[src/rtl/tofd_pkg.sv]
`timescale 1ns / 1ps
// ----------------------------------------------------------------------------
// tofd_pkg
// Shared types, widths and the arctangent table of the four-phase ToF depth
// core: the stream payloads and the CORDIC working record.
// ----------------------------------------------------------------------------
package tofd_pkg;

    // Sample and result widths
    localparam int SAMPLE_BITS = 12;
    localparam int DIFF_BITS   = SAMPLE_BITS + 3;   // I and Q, signed
    localparam int CONF_BITS   = SAMPLE_BITS + 2;
    localparam int PHASE_BITS  = 16;
    localparam int DEPTH_BITS  = 20;
    localparam int RANGE_BITS  = 16;
    localparam int ACC_BITS    = 32;                // angle in 2^-32 turn
    localparam int PRESCALE    = 24;                // I/Q scaled by 2^24
    // Room for the CORDIC gain (~1.65) and the vector length (~sqrt 2)
    localparam int WORK_BITS   = DIFF_BITS + PRESCALE + 2;
    localparam int TABLE_LEN   = 24;
    localparam int DEPTH_SHIFT = 12;

    localparam int ANGLE_STEPS_DEFAULT = 16;
    localparam logic [RANGE_BITS-1:0] RANGE_RESET = RANGE_BITS'(1500);
    localparam logic [ACC_BITS-1:0]   HALF_TURN   = {1'b1, {(ACC_BITS-1){1'b0}}};
    localparam logic [ACC_BITS-1:0]   ROUND_HALF  = ACC_BITS'(32'h0000_8000);

    // Input transaction: tap A and tap B samples of the four phases
    typedef struct packed {
        logic [SAMPLE_BITS-1:0] a_phase0;
        logic [SAMPLE_BITS-1:0] a_phase1;
        logic [SAMPLE_BITS-1:0] a_phase2;
        logic [SAMPLE_BITS-1:0] a_phase3;
        logic [SAMPLE_BITS-1:0] b_phase0;
        logic [SAMPLE_BITS-1:0] b_phase1;
        logic [SAMPLE_BITS-1:0] b_phase2;
        logic [SAMPLE_BITS-1:0] b_phase3;
    } tofd_in_t;

    // Result transaction
    typedef struct packed {
        logic [CONF_BITS-1:0]  confidence;
        logic [PHASE_BITS-1:0] phase_turns;
        logic [DEPTH_BITS-1:0] depth_q4;
    } tofd_out_t;

    // Record carried down the CORDIC pipeline
    typedef struct packed {
        logic signed [WORK_BITS-1:0] x;
        logic signed [WORK_BITS-1:0] y;
        logic [ACC_BITS-1:0]         acc;
        logic [CONF_BITS-1:0]        conf;
        logic                        zero;   // I = Q = 0, angle forced to 0
    } tofd_cordic_t;

    // atan(2^-i) in 2^-32 turn
    function automatic logic [ACC_BITS-1:0] atan_turn(input int unsigned idx);
        logic [ACC_BITS-1:0] val;
        case (idx)
            0:  val = 32'd536870912;
            1:  val = 32'd316933406;
            2:  val = 32'd167458907;
            3:  val = 32'd85004756;
            4:  val = 32'd42667331;
            5:  val = 32'd21354465;
            6:  val = 32'd10679838;
            7:  val = 32'd5340245;
            8:  val = 32'd2670163;
            9:  val = 32'd1335087;
            10: val = 32'd667544;
            11: val = 32'd333772;
            12: val = 32'd166886;
            13: val = 32'd83443;
            14: val = 32'd41722;
            15: val = 32'd20861;
            16: val = 32'd10430;
            17: val = 32'd5215;
            18: val = 32'd2608;
            19: val = 32'd1304;
            20: val = 32'd652;
            21: val = 32'd326;
            22: val = 32'd163;
            23: val = 32'd81;
            default: val = '0;
        endcase
        return val;
    endfunction

endpackage

[src/rtl/tofd_cordic_stage.sv]
`timescale 1ns / 1ps
// ----------------------------------------------------------------------------
// tofd_cordic_stage
// One registered vectoring CORDIC iteration with its own valid/ready stage.
// ----------------------------------------------------------------------------
module tofd_cordic_stage
    import tofd_pkg::*;
#(
    parameter int STEP = 0
) (
    input  logic         aclk,
    input  logic         aresetn,
    input  logic         in_valid,
    output logic         in_ready,
    input  tofd_cordic_t in_data,
    output logic         out_valid,
    input  logic         out_ready,
    output tofd_cordic_t out_data
);

    localparam logic [ACC_BITS-1:0] ATAN = atan_turn(STEP);

    logic                        valid_reg;
    tofd_cordic_t                data_reg;
    tofd_cordic_t                data_next;
    logic signed [WORK_BITS-1:0] x_in;
    logic signed [WORK_BITS-1:0] y_in;
    logic signed [WORK_BITS-1:0] xs;
    logic signed [WORK_BITS-1:0] ys;

    // Rotate toward the x axis; arithmetic shifts floor toward minus infinity
    always_comb begin
        x_in      = in_data.x;
        y_in      = in_data.y;
        xs        = x_in >>> STEP;
        ys        = y_in >>> STEP;
        data_next = in_data;
        if (!y_in[WORK_BITS-1]) begin
            data_next.x   = x_in + ys;
            data_next.y   = y_in - xs;
            data_next.acc = in_data.acc + ATAN;
        end else begin
            data_next.x   = x_in - ys;
            data_next.y   = y_in + xs;
            data_next.acc = in_data.acc - ATAN;
        end
    end

    // Stage advances when empty or when downstream takes its transaction
    assign in_ready = !valid_reg || out_ready;

    always_ff @(posedge aclk) begin
        if (!aresetn) begin
            valid_reg <= 1'b0;
        end else if (in_ready) begin
            valid_reg <= in_valid;
        end
    end

    always_ff @(posedge aclk) begin
        if (in_ready && in_valid) begin
            data_reg <= data_next;
        end
    end

    assign out_valid = valid_reg;
    assign out_data  = data_reg;

endmodule

[config.mk]
export PLATFORM = sky130hd
export DESIGN_NAME = tofd_cordic_stage
export DESIGN_NICKNAME = d
export VERILOG_FILES = /design/src/rtl/tofd_pkg.sv /design/src/rtl/tofd_cordic_stage.sv
export SDC_FILE = /design/constraint.sdc
export NUM_CORES = 1
export LEC_CHECK = 0
export BUFFER_PORTS_ARGS = -buffer_cell sky130_fd_sc_hd__buf_2
export CORE_MARGIN = 5
export CORE_UTILIZATION = 25
export CTS_BUF_LIST = sky130_fd_sc_hd__clkbuf_8
export DETAILED_ROUTE_END_ITERATION = 10
export SKIP_LAST_GASP = 1
export SYNTH_ARGS = -nofsm -noshare
export SYNTH_HDL_FRONTEND = slang
export SYNTH_SLANG_ARGS = --single-unit
export TNS_END_PERCENT = 1
[constraint.sdc]
create_clock -name aclk -period 5.4 [get_ports aclk]
set_clock_uncertainty 0.1 [all_clocks]
set_input_delay 0.54 -clock aclk [delete_from_list [all_inputs] [get_ports aclk]]
set_output_delay 0.54 -clock aclk [all_outputs]
set_load 0.1 [all_outputs]
==> flow_metrics.env <==
export IMPL_finalMaxSlewViolations=0
export IMPL_ys_seq_elements=129
export IMPL_fin_util=0.300
export IMPL_dr_first_iter_drc_count=1096
export IMPL_clock_fmax_ghz=0.280
export IMPL_design_portCount=264
export IMPL_hold_buffers=0
export IMPL_ctsResizeCount=0
export IMPL_wirelength_um=47600
export IMPL_cts_clk_slew_worst_paths_ns=0.10
export IMPL_first_global_vias=11200
export IMPL_synth_xor_area_frac=0.0558
export IMPL_dr_pass1_iters=6
export IMPL_route_vias_total=11400
export IMPL_synth_area_sq_um=12100
export IMPL_muxShareOfSynthArea=0.00994
export IMPL_syn_inst=1348
export IMPL_drtAntennaViolNets=0
export IMPL_finalSetupTns_ns=0
export IMPL_synth_main_ff_cell="edfxtp_1"
export IMPL_final_cell_mix="buf_2 (263), a21oi_1 (173), ha_1 (136)"
export IMPL_port_buffers=263
export IMPL_hpwl_um=38100
export IMPL_synth_avg_cell_area_sq_um=8.96
export IMPL_via_per_inst=5.18
export IMPL_routedWlPerCell_um=21.6
export IMPL_end_kind="register"
export IMPL_numClockSinks=129
export IMPL_start_util=0.253
export IMPL_start_kind="input pin"
export IMPL_cts_buffers=17
export IMPL_grt_max_degree=64
export IMPL_ir_drop_mv=0.166
export IMPL_tightest_slew_ns=0.839
export IMPL_clock_latency_ns=0.50
export IMPL_grt_overflow=0
export IMPL_h_tree_depth=4
export IMPL_ys_types=91
export IMPL_root_buffer="clkbuf_8"
export IMPL_synth_edf_count=128
export IMPL_antenna_found_initial=8
export IMPL_path_class="in -> reg"
export IMPL_fp_dieW_um=230
export IMPL_grt_use_total=0.173
export IMPL_required_ns=5.55
export IMPL_layout_commonest_cell="buf_2"
export IMPL_setup_viol=0
export IMPL_synth_top_family_by_area="compound AO/OA/AOI/OAI gates"
export IMPL_relSlewSlack=0.441
export IMPL_grt_pass1_wl_um=70300
export IMPL_synth_simple_area_share=0.127
export IMPL_maxCapViolCount=0
export IMPL_synth_compound_area_frac=0.272
export IMPL_power_mw=4.27
export IMPL_nFillCells=5110
export IMPL_synth_fa_ha_area_frac=0.147
export IMPL_cts_buffer_depth=2
export IMPL_synth_sequential_area_ratio=0.320
export IMPL_gp_congestion=0.952
export IMPL_fp_row_count=80
export IMPL_status="finished clean"
export IMPL_die_area_sq_um=52800
export IMPL_cp_arrival_ns=3.73
export IMPL_p_leak_nw=6.04
export IMPL_final_area_sq_um=14300
export IMPL_core_sq_um=47700
export IMPL_async_flop_share=0
export IMPL_dieHeight_um=230
export IMPL_syn2layout_area_growth_pct=18.4
export IMPL_hold_viol_final=0
export IMPL_powerDensity_nw_per_um2=298
export IMPL_worstPathMaxFanout=13
export IMPL_cts_tree="yes"
export IMPL_hold_ws_ns=0.0932
export IMPL_fin_nets=1848
export IMPL_drc_errors=0
export IMPL_fin_crit_sh=0.662
export IMPL_drive_gt1_frac=0.230
export IMPL_postCtsSetupBuffers=0
export IMPL_syn_num_nets=1621
export IMPL_ys_warn_count=0
export IMPL_place_area_sq_um=13900
export IMPL_rsz0062_at_grt="no"
export IMPL_hold_class="in -> reg"
export IMPL_finalCriticalPeriod_ns=3.58
cell type report:
class | instances | area (sq um) | area share
Sequential cell | 129 | 3860 | 0.270
Clock buffer | 17 | 234 | 0.0164
Inverter | 134 | 503 | 0.0352
Antenna cell | 3 | 7.51 | 0.000525
Clock inverter | 15 | 180 | 0.0126
Tap cell | 615 | 769 | 0.0538
Timing Repair Buffer | 267 | 1350 | 0.0941
Multi-Input combinational cell | 1026 | 7400 | 0.517
critical path, stage by stage:
cell and delay [ns]:
buf_2 0.10, inv_1 0.06, ha_1 0.49, inv_2 0.26, nand4_1 0.23, a2111oi_2 0.67
o31ai_2 0.18, o2111ai_1 0.47, nand3_1 0.17, a31oi_1 0.19, o22ai_1 0.16, xor2_1 0.19
registers in the layout, indices dropped and copies added, names as in the netlist:
| signal | cells |
|---|---|
| out_data | 128 |
| out_valid | 1 |
kinds of logic (layout without fill, tap and decap cells):
logic type,count (synthesis),in the layout
AOI/OAI and AO/OA,493,493
xor gates and xnor gates,77,77
adders and majority gates,140,140
buffers and inverters,193,433
DFF,129,129
muxes,12,12
other,0,3
and+or+nand+nor,304,304
Yosys cell counts, drive strengths merged (12+ instances only):
cell | n | area [sq um]
inv | 131 | 492
nor2 | 98 | 385
buf | 41 | 254
o31ai | 25 | 208
mux2i | 12 | 120
nand3 | 21 | 105
ha | 136 | 1700
a21o | 28 | 210
edfxtp | 128 | 3840
nor3 | 19 | 110
clkbuf | 18 | 67.6
o21ai | 99 | 510
xnor2 | 71 | 622
o21bai | 41 | 312
o211ai | 19 | 158
nand2 | 74 | 278
nand4 | 25 | 181
a21oi | 176 | 892
a211oi | 15 | 133
nor2b | 17 | 109
power by group:
group	total (mW)	internal [mW]	switching, mW
registers	1.29	1.26	0.0372
logic	2.02	0.447	1.57
clock network	0.953	0.462	0.491
layer usage:
layer,part of all wire,GRT usage
met5,0.0013,0
met4,0.012,0.0398
met3,0.072,0.0397
met2,0.46,0.272
met1,0.46,0.242
stage by stage:
step	worst slack (ns)	cells
3_3_place_gp	1.30	2171
3_5_place_dp	1.36	2171
2_1_floorplan	0.187	1348
6_report	1.82	2206
5_1_grt	1.59	2206
4_1_cts	1.96	2203
path summary, 6_finish.rpt:
kind | from | end | cells past startpoint | slack (ns)
setup / recovery | in_data[61] | out_data[87] | 12 | 1.82
hold / removal | in_data[40] | out_data[40] | 1 | 0.09
setup reg to reg | out_valid | out_data[73] | 3 | 3.26
hold reg to reg | out_valid | out_valid | 2 | 0.46
No activity file was read; power rests on OpenSTA's default activity.
